`src/hdl/mwm_pkg.sv`:
```
// ----------------------------------------------------------------------------
// mwm_pkg
// shared opcodes and item types for the microwire eeprom master
// ----------------------------------------------------------------------------
package mwm_pkg;

  localparam logic [2:0] OP_READ     = 3'd0;
  localparam logic [2:0] OP_WRITE    = 3'd1;
  localparam logic [2:0] OP_EWEN     = 3'd2;
  localparam logic [2:0] OP_EWDS     = 3'd3;
  localparam logic [2:0] OP_SEQ_READ = 3'd4;

  typedef struct packed {
    logic        start;
    logic [2:0]  op;
    logic [5:0]  address;
    logic [15:0] write_data;
    logic [6:0]  word_count;
    logic        data_out_pin;
  } cmd_item_t;

  typedef struct packed {
    logic        chip_select;
    logic        serial_clock;
    logic        data_in_pin;
    logic        busy;
    logic        word_valid;
    logic [15:0] read_word;
    logic        last_word;
    logic        done;
    logic        status;
  } tick_res_t;

endpackage

```
`src/hdl/mwm_fifo.sv`:
```
// ----------------------------------------------------------------------------
// mwm_fifo
// small synchronous queue used between the front, the sequencer and the port
// ----------------------------------------------------------------------------
module mwm_fifo #(
  parameter int WIDTH = 8,
  parameter int DEPTH = 2
) (
  input  logic             clk,
  input  logic             rst_n,
  input  logic             push,
  input  logic [WIDTH-1:0] wdata,
  output logic             full,
  input  logic             pop,
  output logic [WIDTH-1:0] rdata,
  output logic             empty
);

  localparam int PW = (DEPTH > 1) ? $clog2(DEPTH) : 1;
  localparam int CW = $clog2(DEPTH + 1);
  localparam logic [PW-1:0] LAST_PTR = PW'(DEPTH - 1);
  localparam logic [CW-1:0] FULL_CNT = CW'(DEPTH);

  logic [WIDTH-1:0] mem_r [DEPTH];
  logic [PW-1:0]    wr_ptr_r, wr_ptr_nxt;
  logic [PW-1:0]    rd_ptr_r, rd_ptr_nxt;
  logic [CW-1:0]    cnt_r, cnt_nxt;
  logic             do_push, do_pop;

  assign full    = (cnt_r == FULL_CNT);
  assign empty   = (cnt_r == '0);
  assign do_push = push && !full;
  assign do_pop  = pop && !empty;
  assign rdata   = mem_r[rd_ptr_r];

  always_comb begin
    wr_ptr_nxt = wr_ptr_r;
    rd_ptr_nxt = rd_ptr_r;
    cnt_nxt    = cnt_r;
    if (do_push) begin
      wr_ptr_nxt = (wr_ptr_r == LAST_PTR) ? '0 : wr_ptr_r + PW'(1);
    end
    if (do_pop) begin
      rd_ptr_nxt = (rd_ptr_r == LAST_PTR) ? '0 : rd_ptr_r + PW'(1);
    end
    if (do_push && !do_pop) begin
      cnt_nxt = cnt_r + CW'(1);
    end else if (do_pop && !do_push) begin
      cnt_nxt = cnt_r - CW'(1);
    end
  end

  always_ff @(posedge clk) begin
    if (!rst_n) begin
      wr_ptr_r <= '0;
      rd_ptr_r <= '0;
      cnt_r    <= '0;
    end else begin
      wr_ptr_r <= wr_ptr_nxt;
      rd_ptr_r <= rd_ptr_nxt;
      cnt_r    <= cnt_nxt;
    end
  end

  always_ff @(posedge clk) begin
    if (do_push) begin
      mem_r[wr_ptr_r] <= wdata;
    end
  end

endmodule

```
`src/hdl/mwm_front.sv`:
```
// ----------------------------------------------------------------------------
// mwm_front
// accepts tick transactions, classifies the command request and queues it
// ----------------------------------------------------------------------------
module mwm_front #(
  parameter int MAX_WORDS = 64
) (
  input  logic              clk,
  input  logic              rst_n,
  input  logic              push,
  output logic              full,
  input  logic              in_start_req,
  input  logic [2:0]        in_op,
  input  logic [5:0]        in_address,
  input  logic [15:0]       in_write_data,
  input  logic [6:0]        in_word_count,
  input  logic              in_data_out_pin,
  input  logic              q_pop,
  output logic              q_empty,
  output mwm_pkg::cmd_item_t q_item
);
  import mwm_pkg::*;

  cmd_item_t                 item;
  logic [6:0]                cnt_sat;
  logic [$bits(cmd_item_t)-1:0] q_rdata;

  always_comb begin
    cnt_sat = in_word_count;
    if (in_word_count == 7'd0) begin
      cnt_sat = 7'd1;
    end else if (32'(in_word_count) > MAX_WORDS) begin
      cnt_sat = 7'(MAX_WORDS);
    end
  end

  always_comb begin
    item.start        = in_start_req && (in_op <= OP_SEQ_READ);
    item.op           = in_op;
    item.address      = in_address;
    item.write_data   = in_write_data;
    item.word_count   = (in_op == OP_SEQ_READ) ? cnt_sat : 7'd1;
    item.data_out_pin = in_data_out_pin;
  end

  mwm_fifo #(
    .WIDTH($bits(cmd_item_t)),
    .DEPTH(2)
  ) u_cmd_q (
    .clk   (clk),
    .rst_n (rst_n),
    .push  (push),
    .wdata (item),
    .full  (full),
    .pop   (q_pop),
    .rdata (q_rdata),
    .empty (q_empty)
  );

  assign q_item = cmd_item_t'(q_rdata);

endmodule

```
`src/hdl/mwm_seq.sv`:
```
// ----------------------------------------------------------------------------
// mwm_seq
// bit-level sequencer: frames commands, shifts words in, polls write ready
// ----------------------------------------------------------------------------
module mwm_seq #(
  parameter int ADDR_BITS = 6,
  parameter int WORD_BITS = 16
) (
  input  logic               clk,
  input  logic               rst_n,
  input  logic [9:0]         busy_poll_limit,
  input  logic               in_empty,
  output logic               in_pop,
  input  mwm_pkg::cmd_item_t in_item,
  input  logic               out_full,
  output logic               out_push,
  output mwm_pkg::tick_res_t out_res
);
  import mwm_pkg::*;

  localparam int SEND_W = 3 + ADDR_BITS + WORD_BITS;
  localparam int CNT_W  = $clog2(SEND_W + 1);
  localparam logic [CNT_W-1:0] HDR_CNT  = CNT_W'(3 + ADDR_BITS);
  localparam logic [CNT_W-1:0] FULL_CNT = CNT_W'(SEND_W);
  localparam logic [CNT_W-1:0] WORD_CNT = CNT_W'(WORD_BITS);

  typedef enum logic [2:0] {
    PH_IDLE, PH_SEND, PH_RECV, PH_DESEL, PH_POLL, PH_END
  } phase_t;

  phase_t               phase_r, phase_nxt;
  logic [CNT_W-1:0]     bit_cnt_r, bit_cnt_nxt;
  logic                 half_r, half_nxt;
  logic [SEND_W-1:0]    send_r, send_nxt;
  logic [WORD_BITS-1:0] recv_r, recv_nxt;
  logic [6:0]           words_r, words_nxt;
  logic [9:0]           poll_r, poll_nxt;
  logic [2:0]           op_r, op_nxt;
  logic                 tmo_r, tmo_nxt;

  logic                 go;
  logic [ADDR_BITS-1:0] addr;
  logic [WORD_BITS-1:0] wdat;
  logic [SEND_W-1:0]    send_init;
  logic [CNT_W-1:0]     cnt_init;
  logic [WORD_BITS-1:0] recv_new;
  logic [9:0]           poll_inc;
  logic [9:0]           lim;
  logic                 pin;
  tick_res_t            res;

  assign go       = !in_empty && !out_full;
  assign in_pop   = go;
  assign out_push = go;
  assign out_res  = res;

  assign addr     = ADDR_BITS'(in_item.address);
  assign wdat     = WORD_BITS'(in_item.write_data);
  assign pin      = in_item.data_out_pin;
  assign recv_new = {recv_r[WORD_BITS-2:0], pin};
  assign poll_inc = poll_r + 10'd1;
  assign lim      = (busy_poll_limit == 10'd0) ? 10'd1 : busy_poll_limit;

  always_comb begin
    cnt_init = HDR_CNT;
    unique case (in_item.op)
      OP_READ:  send_init = {3'b110, addr, {WORD_BITS{1'b0}}};
      OP_WRITE: begin
        send_init = {3'b101, addr, wdat};
        cnt_init  = FULL_CNT;
      end
      OP_EWEN:  send_init = {3'b100, {ADDR_BITS{1'b1}}, {WORD_BITS{1'b0}}};
      OP_EWDS:  send_init = {3'b100, {ADDR_BITS{1'b0}}, {WORD_BITS{1'b0}}};
      default:  send_init = {3'b110, {ADDR_BITS{1'b0}}, {WORD_BITS{1'b0}}};
    endcase
  end

  always_comb begin
    phase_nxt   = phase_r;
    bit_cnt_nxt = bit_cnt_r;
    half_nxt    = half_r;
    send_nxt    = send_r;
    recv_nxt    = recv_r;
    words_nxt   = words_r;
    poll_nxt    = poll_r;
    op_nxt      = op_r;
    tmo_nxt     = tmo_r;
    res         = '0;
    unique case (phase_r)
      PH_IDLE: begin
        if (in_item.start) begin
          res.chip_select = 1'b1;
          res.busy        = 1'b1;
          res.data_in_pin = send_init[SEND_W-1];
          phase_nxt       = PH_SEND;
          half_nxt        = 1'b1;
          send_nxt        = send_init;
          bit_cnt_nxt     = cnt_init;
          recv_nxt        = '0;
          tmo_nxt         = 1'b0;
          poll_nxt        = '0;
          words_nxt       = in_item.word_count;
          op_nxt          = in_item.op;
        end
      end
      PH_SEND: begin
        res.chip_select  = 1'b1;
        res.busy         = 1'b1;
        res.serial_clock = half_r;
        res.data_in_pin  = send_r[SEND_W-1];
        if (!half_r) begin
          half_nxt = 1'b1;
        end else begin
          half_nxt    = 1'b0;
          send_nxt    = send_r << 1;
          bit_cnt_nxt = bit_cnt_r - CNT_W'(1);
          if (bit_cnt_r == CNT_W'(1)) begin
            if (op_r == OP_READ || op_r == OP_SEQ_READ) begin
              phase_nxt   = PH_RECV;
              bit_cnt_nxt = WORD_CNT;
            end else if (op_r == OP_WRITE) begin
              phase_nxt = PH_DESEL;
            end else begin
              phase_nxt = PH_END;
            end
          end
        end
      end
      PH_RECV: begin
        res.chip_select  = 1'b1;
        res.busy         = 1'b1;
        res.serial_clock = half_r;
        if (!half_r) begin
          half_nxt = 1'b1;
        end else begin
          half_nxt    = 1'b0;
          recv_nxt    = recv_new;
          bit_cnt_nxt = bit_cnt_r - CNT_W'(1);
          if (bit_cnt_r == CNT_W'(1)) begin
            res.word_valid = 1'b1;
            res.read_word  = 16'(recv_new);
            res.last_word  = (words_r <= 7'd1);
            words_nxt      = words_r - 7'd1;
            if (words_r <= 7'd1) begin
              phase_nxt = PH_END;
            end else begin
              bit_cnt_nxt = WORD_CNT;
            end
          end
        end
      end
      PH_DESEL: begin
        res.busy  = 1'b1;
        poll_nxt  = '0;
        phase_nxt = PH_POLL;
      end
      PH_POLL: begin
        res.busy        = 1'b1;
        res.chip_select = 1'b1;
        if (pin) begin
          tmo_nxt   = 1'b0;
          phase_nxt = PH_END;
        end else begin
          poll_nxt = poll_inc;
          if (poll_inc >= lim) begin
            tmo_nxt   = 1'b1;
            phase_nxt = PH_END;
          end
        end
      end
      PH_END: begin
        res.busy   = 1'b1;
        res.done   = 1'b1;
        res.status = tmo_r;
        tmo_nxt    = 1'b0;
        phase_nxt  = PH_IDLE;
      end
      default: phase_nxt = PH_IDLE;
    endcase
  end

  always_ff @(posedge clk) begin
    if (!rst_n) begin
      phase_r   <= PH_IDLE;
      bit_cnt_r <= '0;
      half_r    <= 1'b0;
      send_r    <= '0;
      recv_r    <= '0;
      words_r   <= '0;
      poll_r    <= '0;
      op_r      <= OP_READ;
      tmo_r     <= 1'b0;
    end else if (go) begin
      phase_r   <= phase_nxt;
      bit_cnt_r <= bit_cnt_nxt;
      half_r    <= half_nxt;
      send_r    <= send_nxt;
      recv_r    <= recv_nxt;
      words_r   <= words_nxt;
      poll_r    <= poll_nxt;
      op_r      <= op_nxt;
      tmo_r     <= tmo_nxt;
    end
  end

endmodule

```
`src/hdl/microwire_eeprom_master_core.sv`:
```
// path: a tick is registered in the command queue, its result in the result queue
// throughput: one tick transaction per cycle, set by the sequencer taking one queued
//   tick per cycle whenever the result queue has room
// reset: rst_n synchronous active low; clears both queues and the sequencer to idle,
//   and sets busy_poll_limit to 100
// ----------------------------------------------------------------------------
// microwire_eeprom_master_core
// microwire serial eeprom master with queued tick input and result channels
// ----------------------------------------------------------------------------
module microwire_eeprom_master_core #(
  parameter int ADDR_BITS = 6,
  parameter int WORD_BITS = 16,
  parameter int MAX_WORDS = 64
) (
  input  logic        clk,
  input  logic        rst_n,
  input  logic        push,
  output logic        full,
  input  logic        in_start_req,
  input  logic [2:0]  in_op,
  input  logic [5:0]  in_address,
  input  logic [15:0] in_write_data,
  input  logic [6:0]  in_word_count,
  input  logic        in_data_out_pin,
  output logic        empty,
  input  logic        pop,
  output logic        out_chip_select,
  output logic        out_serial_clock,
  output logic        out_data_in_pin,
  output logic        out_busy_res,
  output logic        out_word_valid,
  output logic [15:0] out_read_word,
  output logic        out_last_word,
  output logic        out_done_res,
  output logic        out_status,
  input  logic        psel,
  input  logic        penable,
  input  logic        pwrite,
  input  logic [2:0]  paddr,
  input  logic [31:0] pwdata,
  output logic [31:0] prdata,
  output logic        pready
);
  import mwm_pkg::*;

  localparam logic [9:0] POLL_LIMIT_RST = 10'd100;

  logic [9:0]                   poll_limit_r;
  logic                         cmd_empty, cmd_pop;
  cmd_item_t                    cmd_item;
  logic                         res_full, res_push;
  tick_res_t                    seq_res, res_out;
  logic [$bits(tick_res_t)-1:0] res_rdata;

  assign pready = 1'b1;
  assign prdata = paddr[2] ? 32'd0 : 32'(poll_limit_r);

  always_ff @(posedge clk) begin
    if (!rst_n) begin
      poll_limit_r <= POLL_LIMIT_RST;
    end else if (psel && penable && pwrite && pready && !paddr[2]) begin
      poll_limit_r <= pwdata[9:0];
    end
  end

  mwm_front #(
    .MAX_WORDS(MAX_WORDS)
  ) u_front (
    .clk             (clk),
    .rst_n           (rst_n),
    .push            (push),
    .full            (full),
    .in_start_req    (in_start_req),
    .in_op           (in_op),
    .in_address      (in_address),
    .in_write_data   (in_write_data),
    .in_word_count   (in_word_count),
    .in_data_out_pin (in_data_out_pin),
    .q_pop           (cmd_pop),
    .q_empty         (cmd_empty),
    .q_item          (cmd_item)
  );

  mwm_seq #(
    .ADDR_BITS(ADDR_BITS),
    .WORD_BITS(WORD_BITS)
  ) u_seq (
    .clk             (clk),
    .rst_n           (rst_n),
    .busy_poll_limit (poll_limit_r),
    .in_empty        (cmd_empty),
    .in_pop          (cmd_pop),
    .in_item         (cmd_item),
    .out_full        (res_full),
    .out_push        (res_push),
    .out_res         (seq_res)
  );

  mwm_fifo #(
    .WIDTH($bits(tick_res_t)),
    .DEPTH(2)
  ) u_res_q (
    .clk   (clk),
    .rst_n (rst_n),
    .push  (res_push),
    .wdata (seq_res),
    .full  (res_full),
    .pop   (pop),
    .rdata (res_rdata),
    .empty (empty)
  );

  assign res_out          = tick_res_t'(res_rdata);
  assign out_chip_select  = res_out.chip_select;
  assign out_serial_clock = res_out.serial_clock;
  assign out_data_in_pin  = res_out.data_in_pin;
  assign out_busy_res     = res_out.busy;
  assign out_word_valid   = res_out.word_valid;
  assign out_read_word    = res_out.read_word;
  assign out_last_word    = res_out.last_word;
  assign out_done_res     = res_out.done;
  assign out_status       = res_out.status;

endmodule
```
`config.mk`:
```
export PLATFORM = sky130hd
export DESIGN_NAME = microwire_eeprom_master_core
export DESIGN_NICKNAME = d
export VERILOG_FILES = /design/src/hdl/mwm_pkg.sv /design/src/hdl/mwm_fifo.sv /design/src/hdl/mwm_front.sv /design/src/hdl/mwm_seq.sv /design/src/hdl/microwire_eeprom_master_core.sv
export SDC_FILE = /design/constraint.sdc
export NUM_CORES = 1
export LEC_CHECK = 0
export BUFFER_PORTS_ARGS = -buffer_cell sky130_fd_sc_hd__buf_4
export CAP_MARGIN = 20
export CORE_ASPECT_RATIO = 1.25
export CORE_MARGIN = 4
export CORE_UTILIZATION = 30
export DETAILED_ROUTE_END_ITERATION = 6
export MAX_ROUTING_LAYER = met4
export PLACE_DENSITY = 0.55
export SLEW_MARGIN = 20
export SYNTH_ARGS = -nofsm -noshare
export SYNTH_HDL_FRONTEND = slang
export SYNTH_SLANG_ARGS = --single-unit
```
`constraint.sdc`:
```
create_clock -name clk -period 2.55 [get_ports clk]
set_input_delay 0 -clock clk [delete_from_list [all_inputs] [get_ports clk]]
set_output_delay 0 -clock clk [all_outputs]
set_load 0.02 [all_outputs]
```
# Word level (Yosys, flattened, before mapping)
# Memories as Yosys holds them, arrays and structs flattened. A register that Yosys moved wholly into a read port is not among the register bits.
# Index checks and enable logic that the tools add are counted.
# op_classes
eq_ne,22
order_cmp,4
n_addsub,11
reduce_logical,50
n_mux,72
# op_table
op,count
24-bit one-hot mux with 4 select lines,1
18-bit 2-to-1 mux,3
25-bit 2-to-1 mux,2
25-bit one-hot mux with 2 select lines,1
7-bit 2-to-1 mux,6
10-bit 2-to-1 mux,4
5-bit 2-to-1 mux,8
15-bit 2-to-1 mux,2
3-bit 2-to-1 mux,10
10-bit one-hot mux with 3 select lines,1
15-bit one-hot mux with 2 select lines,1
1-bit 2-to-1 mux,19
4-bit AND reduction,4
3-bit one-hot mux with 5 select lines,1
5-bit one-hot mux with 3 select lines,1
7-bit one-hot mux with 2 select lines,1
1-bit logical AND,13
3-bit by 2-bit equality test with 1-bit output (second input constant),4
3-bit equality test (second input constant),4
2-bit 2-to-1 mux,6
10-bit by 1-bit adder with 10-bit output (second input constant),1
10-bit greater-or-equal comparator,1
10-bit zero test,1
2-bit by 1-bit inequality test with 1-bit output (second input constant),5
other kinds (28),59
# word_totals
regBits,88
mem_count,2
ramBits,116
elab_cells,177
input_bits,76
# memory_table
memory,depth,width,rd,rd_ports_with_merged_regs,write_ports,line,rtl
u_front.u_cmd_q.mem_r,2,34,1,1,1,mwm_fifo.sv:24,logic [WIDTH-1:0] mem_r [DEPTH];
u_res_q.mem_r,2,24,1,1,1,mwm_fifo.sv:24,

# Longest topological paths before layout
# Gate-level depths: netlist (run 1).
# depth
depth_word,8
depth_mapped,11
ltp_nobuf,11

# Cells and area by module
# A second synthesis (run 1) with hierarchy kept.
# hier_totals
cells_unflattened,823
area_unflattened_um2,9372.7
# by_module_without_submodules
module,cells_per_inst,n_inst,seq_area_each_um2,area_each_um2
mwm_seq,498,1,1401.3,3966.3
mwm_fifo (u_front.u_cmd_q),131,1,2142.1,2686.3
mwm_fifo (u_res_q),100,1,1541.5,1960.6
microwire_eeprom_master_core,80,1,200.2,665.6
mwm_front,14,1,0.0,93.8

# Worst setup path after synthesis (run 1)
# OpenSTA, ideal clock, no wires.
# synth_path
path_type,register to register
from,reg u_seq.poll_r[0]
to,reg u_seq.phase_r[0]
n_path_buf,0
setup_time_ns,0.116
period_less_slack_ns,2.760
stages_incl_launch_ff,12
t_arrival_ns,2.644
setup_slack_ns,-0.210
path_cell_list,dfxtp_1 ha_1 nand3_1 or2_2 nor2_1 xor2_1 ha_1 a21o_1 a211o_1 a41oi_1 nor2_1 a41o_1
# synth_via
elab_chain_len,4
# synth_rtl
item,line,rtl
from (decl),mwm_seq.sv:37,"logic [9:0] poll_r, poll_nxt;"
from (signal assigned),mwm_seq.sv:200,poll_r <= poll_nxt;
10-bit by 1-bit adder with 10-bit output,mwm_seq.sv:61,assign poll_inc = poll_r + 10'd1;
10-bit greater-or-equal comparator,mwm_seq.sv:165,if (poll_inc >= lim) begin
3-bit by 1-bit inequality test with 1-bit output (no source line),-,
8-bit AND reduction (no source line),-,
to (signal assigned),mwm_seq.sv:194,phase_r <= phase_nxt;
to (decl),mwm_seq.sv:31,"phase_t phase_r, phase_nxt;"
# Every way passes these cells.
# A chain may end at the register's enable or synchronous reset.

# Worst setup path in the final report (run 1)
# Same ends and word-level chain as after synthesis.

==> results of run 1 <==
## worst paths after layout
kind              slack (ns)  cells past startpoint                             to
setup reg to reg        0.05                     11  u_seq.phase_r[0]$_SDFFE_PN0P_
hold / removal          0.02                      3   poll_limit_r[5]$_SDFFE_PN1P_
hold reg to reg         0.46                      2  u_seq.recv_r[14]$_SDFFE_PN0P_
setup / recovery        0.05                     11  u_seq.phase_r[0]$_SDFFE_PN0P_
## where the power goes
part / internal [uW] / total, uW / leakage (uW) / switching [uW]
sequential: 4340 / 4700 / 0.00183 / 361
combinational: 1590 / 3690 / 0.00228 / 2100
clock: 2100 / 3450 / 0.000390 / 1360
total: 8030 / 11900 / 0.00450 / 3820
## state kept, by name (all words and copies together) (netlist names), named ones only
signal,cells
u_seq.op_r,3
u_front.u_cmd_q.mem_r,68
u_front.u_cmd_q.rd_ptr_r,1
u_seq.phase_r,3
u_res_q.wr_ptr_r,1
u_seq.send_r,25
u_seq.tmo_r,1
u_seq.words_r,7
u_front.u_cmd_q.cnt_r,2
u_seq.bit_cnt_r,5
u_res_q.mem_r,48
u_seq.half_r,1
u_res_q.rd_ptr_r,1
u_seq.poll_r,10
u_front.u_cmd_q.wr_ptr_r,1
u_res_q.cnt_r,2
poll_limit_r,10
u_seq.recv_r,15
## worst max-delay path, delay by kind of cell, from the launching register on
family | cells | cell delay (ns)
xor+xnor | 1 | 0.19
fa+ha+maj | 2 | 0.41
simple gates | 4 | 0.52
compound gates | 4 | 0.93
flops | 1 | 0.37
## area by class of cell
cell class | count | area [um^2] | area share
Clock inverter | 14 | 163 | 0.0136
Timing Repair Buffer | 188 | 1550 | 0.130
Tap cell | 401 | 502 | 0.0421
Inverter | 22 | 82.6 | 0.00693
Sequential cell | 206 | 5290 | 0.444
Multi-Input combinational cell | 541 | 3690 | 0.310
Clock buffer | 30 | 643 | 0.0540
## layer usage
layer	wire length, um	global-route usage
met4	337	0.0262
met1	8970	0.151
met3	985	0.0192
met5	0	-
met2	9670	0.204
## cell usage after synthesis (8+ instances only)
cell / number / area [um^2]
a21boi_0: 25 / 188
mux2_2: 41 / 462
buf_4: 24 / 180
nor3b_1: 17 / 128
clkbuf_1: 33 / 124
nor3_1: 13 / 65.1
dfxtp_1: 90 / 1800
nand2_1: 67 / 251
a21oi_1: 37 / 185
nor2_1: 61 / 229
edfxtp_1: 116 / 3480
a221oi_1: 8 / 70.1
ha_1: 17 / 213
inv_1: 21 / 78.8
mux2i_1: 18 / 180
xnor2_1: 8 / 70.1
and2_1: 32 / 200
nand3_1: 26 / 130
xor2_1: 8 / 70.1
o21ai_0: 32 / 160
## logic make-up after synthesis
| group | after synthesis |
|---|---|
| AOI/OAI and AO/OA | 166 |
| muxes | 59 |
| other | 2 |
| buffers and inverters | 89 |
| adders and majority gates | 17 |
| DFF | 206 |
| xor gates and xnor gates | 16 |
| and+or+nand+nor | 260 |
## through the flow
| stage | instances | TNS, ns | power, uW | worst slack [ns] |
|---|---|---|---|---|
| 2_1_floorplan | 836 | 0 | 7230 | 0.0225 |
| 3_3_place_gp | 1301 | -0.0507 | 8400 | -0.0387 |
| 3_5_place_dp | 1301 | -0.148 | 8450 | -0.0873 |
| 4_1_cts | 1396 | 0 | 12000 | 0.00579 |
| 5_1_grt | 1402 | -0.0672 | 12600 | -0.0613 |
| 6_report | 1402 | 0 | 11900 | 0.0524 |
## timing repair
item                                   CTS  global route
gates resized for setup                  6            10
setup endpoints to repair                2             3
pin swaps                                6             9
hold buffers                            48             0
buffers inserted                         4             6
endpoints found under the hold margin   81             0
==> flow_summary.ini, run 1 <==
[critical_path]
r2r-start = u_seq.poll_r[0]$_SDFFE_PN0P_
critPathLaunchType = flip-flop
critPathRequiredTime_ns = 2.97
slowest_stage = dfxtp_4
criticalPathCategory = flip-flop to flip-flop
cp-end-kind = flip-flop
crit_start = u_seq.poll_r[0]$_SDFFE_PN0P_
path_cells = ha_4 > nand3_2 > or2_4 > nor2_4 > xor2_1 > ha_1 > a21o_1 > a211o_1 > a41oi_2 > nor2_2 > a41o_1
cp_data_arrival_time_ns = 2.91
crit_fanout = 3
slowest_delay_ns = 0.37

[global_routing]
track_usage = 0.120
grt_max_degree = 102
antenna_found_initial = 0
grt_pass1_vias = 6413
grt_remaining_overflow = 0
grt_pass1_wl_um = 32600

[finish]
final_util = 0.393
final_cell_mix = buf_4 (138), edfxtp_1 (116), dfxtp_1 (88)
antennaDiodeCount = 0
layout_commonest_cell = buf_4
final_area_mm2 = 0.0119
fillers = 2949
nets = 1076
synthToLayoutAreaGrowth_pct = 29.0
final_layout_size_suffix_gt1_frac = 0.262

[run_status]
outcome = finished clean

[floorplanning]
fp.dieW_um = 165
fp-row-count = 71
start_util = 0.305
die_h_um = 204
io_pins = 135
coreArea_mm2 = 0.0303
dieArea_mm2 = 0.0337

[job]
max_cap_viol_count = 0

[cts]
htree_levels = 1
cts_tree = built
clock-sinks = 206
numCtsBuffers = 24
cts-root-buf = clkbuf_16
cts_buffer_depth = 3
clk_latency_ns = 0.52
clk_pin_slew_worst_paths_ns = 0.06

[route]
dr.pass1.iters = 5
ant_nets = 0
drt-initial-drc-count = 272
totalWireLength_um = 20000
viasPerCell = 4.67
route.detailed.drc = 0
wl_per_cell_um = 14.2
num_vias = 6541

[sta]
worstMarginPinSlew_ns = 0.759
fin_crit_ns = 2.50
rsz0062_at_grt = yes
period_share = 0.979
setup_viol = 0
worst_clock_skew_ns = 0.0219
hold_ws_ns = 0.0184
maxSlewViolCount = 0
timing.fmax_mhz = 400
hold_viol = 0
slew_headroom = 0.492

[power]
leakagePower_uw = 0.00450
p_per_area_mw_per_mm2 = 994
ir_drop_v = 0.000459

[synthesis]
synthMuxAreaShare = 0.0694
synth_fa_ha_area_frac = 0.0230
synth-xor-area-share = 0.0152
synthFlopType = edfxtp_1
netlist_instances = 815
ys_types = 70
synth_top_family_by_area = simple AND/OR/NAND/NOR gates
synth-simple-area-share = 0.143
synth-seq-cells = 206
yosysWarnings = 0
avgSynthCellArea_um2 = 11.3
async_reset_ff_frac = 0
syn_area_mm2 = 0.00924
synth_compound_area_frac = 0.128
synth-seq-area-share = 0.572
synth_edf_count = 116

[min_path]
min_path_type = input pin to flip-flop
hold_path.startpoint = rst_n

[placement]
port_buffers = 87
gp_congestion = 0.791
placement.cell_area_mm2 = 0.0105
dp.final_hpwl_um = 12900
(Power assumes the default switching activity.)
==> run 2, diff against run 1 <==
Settings changed: CTS_BUF_LIST from default to sky130_fd_sc_hd__clkbuf_4, SYNTH_HIERARCHICAL from default to 1.
==> flow_summary.ini, run 2 <==
[run_status]
outcome = finished clean

[power]
ir_drop_v = 0.000390
leakagePower_uw = 0.00453
p_per_area_mw_per_mm2 = 960

[critical_path]
crit_fanout = 3
critPathRequiredTime_ns = 3.12
reg2regPathDepth = 12
cp_data_arrival_time_ns = 2.97
critPathLaunchType = flip-flop
r2r_slack_ns = 0.14
criticalPathCategory = flip-flop to flip-flop
cp-end-kind = flip-flop
reg2reg_to = u_seq/phase_r[2]$_SDFFE_PN0P_
r2r-start = u_seq/poll_r[2]$_SDFFE_PN0P_

[placement]
dp.final_hpwl_um = 12800
port_buffers = 87
pre_cts_slack_ns = -0.0374
gp_congestion = 0.821
dp_cells = 1303

[finish]
largest_register_ffs = 68
nets = 1125
synthToLayoutAreaGrowth_pct = 28.8
final_cell_mix = buf_4 (119), edfxtp_1 (116), dfxtp_1 (88)
stdcell_count = 1482
largest-register = u_front/u_cmd_q/mem_r
final_layout_size_suffix_gt1_frac = 0.281
fillers = 3000
final_util = 0.391
top_regs = u_front/u_cmd_q/mem_r: 68 flops, u_res_q/mem_r: 48 flops, u_seq/send_r: 25 flops
layout_commonest_cell = buf_4

[floorplanning]
fp-row-count = 72
start_util = 0.303
dieArea_mm2 = 0.0342
io_pins = 135
fp.dieW_um = 166
die_h_um = 206
coreArea_mm2 = 0.0309

[cts]
cts-root-buf = clkbuf_4
clk_latency_ns = 0.67
htree_levels = 2
clock-sinks = 206
cts_buffer_depth = 3
numCtsBuffers = 53
cts_tree = built
clk_pin_slew_worst_paths_ns = 0.07

[job]
max_cap_viol_count = 0

[route]
num_vias = 6797
dr.pass1.iters = 4
ant_nets = 0
wl_per_cell_um = 13.7
totalWireLength_um = 20300
drt-initial-drc-count = 264
viasPerCell = 4.59
route.detailed.drc = 0

[sta]
worstMarginPinSlew_ns = 0.818
rsz0062_at_grt = no
slew_headroom = 0.455
period_share = 0.944
hold_viol = 0
fin_crit_ns = 2.41
fin_ws_ns = 0.143
timing.fmax_mhz = 415
worst_clock_skew_ns = 0.0854
setup_viol = 0
maxSlewViolCount = 0

[synthesis]
synth_commonest_cells = edfxtp_1 (116), dfxtp_1 (90), nor2_1 (66)
synth-seq-area-share = 0.564
yosysTopAreaCellShare = 0.372
synthFlopType = edfxtp_1
yosysWarnings = 6
synth-seq-cells = 206
ys_types = 66
syn_area_mm2 = 0.00937
avgSynthCellArea_um2 = 11.4
synth_area_leaders = edfxtp_1 (37%), dfxtp_1 (19%), mux2_2 (7.0%)
async_reset_ff_frac = 0
netlist_instances = 823
synth_edf_count = 116
yosysMostFrequentCell = edfxtp_1
synth_top_area_cell = edfxtp_1

[global_routing]
grt_pass1_vias = 6828
grt_max_degree = 50
track_usage = 0.121
grt_pass1_wl_um = 33800
antenna_found_initial = 1
grt_remaining_overflow = 0

[min_path]
min_path_type = input pin to flip-flop
whs_endpoint = poll_limit_r[2]$_SDFFE_PN1P_
worstHoldPathCells = 3
hold_path.startpoint = penable
==> run 2: changes by cell type in the layout (fill, tap and decap cells not counted), moves of 17 or more <==
| cell | change |
|---|---|
| a211oi_1 | +19 |
| a21boi_0 | -23 |
| buf_4 | -19 |
| clkbuf_16 | -24 |
| clkbuf_4 | +80 |
| dlygate4sd3_1 | +32 |
| mux2_2 | +17 |
==> run 2: through the flow <==
stage               total power, uW  setup TNS (ns)  cell area, um^2  hold WS, ns
global placement               8830               0            10500        0.185
finish                        11600               0            12100       0.0687
CTS                           11800               0            12000      0.00393
floorplan                      7670               0             9450       0.0989
global route                  12500               0            12100       0.0303
detailed placement             8870         -0.0827            10500        0.188
==> run 2: final cells by class <==
type	instances	area, um^2	share of cell area
Inverter	26	97.6	0.00808
Clock inverter	17	75.1	0.00622
Multi-Input combinational cell	545	3790	0.314
Sequential cell	206	5290	0.438
Antenna cell	1	2.50	0.000207
Tap cell	407	509	0.0422
Timing Repair Buffer	200	1710	0.142
Clock buffer	80	601	0.0497
==> run 2: cells by family (layout without fill, tap and decap cells) <==
kind of cell / Yosys count / count (layout) / share of synthesized area
simple gates: 255 / 255 / 0.145
flops: 206 / 206 / 0.564
compound gates: 159 / 159 / 0.111
buf+inv: 93 / 323 / 0.0537
mux: 75 / 75 / 0.0878
fa+ha+maj: 17 / 17 / 0.0227
xor+xnor: 16 / 16 / 0.0150
other cells: 2 / 24 / 0.000801
==> run 2: worst max-delay path, cell delays in order, from the launching register on <==
cell	delay, ns
dfxtp_1	0.33
and3_4	0.19
and3_4	0.18
and3_4	0.22
nand3_4	0.10
xnor2_4	0.16
ha_4	0.28
nand2_1	0.05
nor2_1	0.13
a2111oi_2	0.07
o21ai_2	0.11
nand3_2	0.12
o41ai_1	0.34
==> run 2: worst max-delay path by stage <==
stage | from | endpoint | slack (ns) | cells after the start
final | u_seq/poll_r[2]$_SDFFE_PN0P_ | u_seq/phase_r[2]$_SDFFE_PN0P_ | 0.14 | 12
after global routing | u_seq/poll_r[1]$_SDFFE_PN0P_ | u_seq/tmo_r$_SDFFE_PN0P_ | 0.02 | 12
after CTS | u_seq/poll_r[1]$_SDFFE_PN0P_ | u_seq/phase_r[1]$_SDFFE_PN0P_ | 0.01 | 12
after detailed placement | u_seq/poll_r[0]$_SDFFE_PN0P_ | u_seq/phase_r[1]$_SDFFE_PN0P_ | -0.04 | 12
after global placement | u_seq/poll_r[0]$_SDFFE_PN0P_ | u_seq/phase_r[1]$_SDFFE_PN0P_ | 0.03 | 12
after floorplan | u_seq/poll_r[0]$_SDFFE_PN0P_ | u_seq/phase_r[1]$_SDFFE_PN0P_ | 0.01 | 13
==> run 2: report_power, final <==
part           total, uW  switching (uW)  internal [uW]
combinational       4170            2360           1820
sequential          4680             352           4330
clock               2730            1300           1440
total              11600            4000           7580
==> run 2: what timing repair did <==
item / CTS / global route
pin swaps: 4 / 6
hold buffers: 80 / 0
setup endpoints to repair: 3 / 4
hold endpoints to repair: 123 / 0
buffers inserted: 1 / 0
resized for setup: 7 / 13
==> run 2: per-layer routing <==
metal	wire length [um]	up-vias	track usage
li1	-	3403	-
met1	8970	3240	0.142
met2	10200	129	0.207
met3	791	25	0.0248
met4	335	0	0.0430
met5	0	-	-
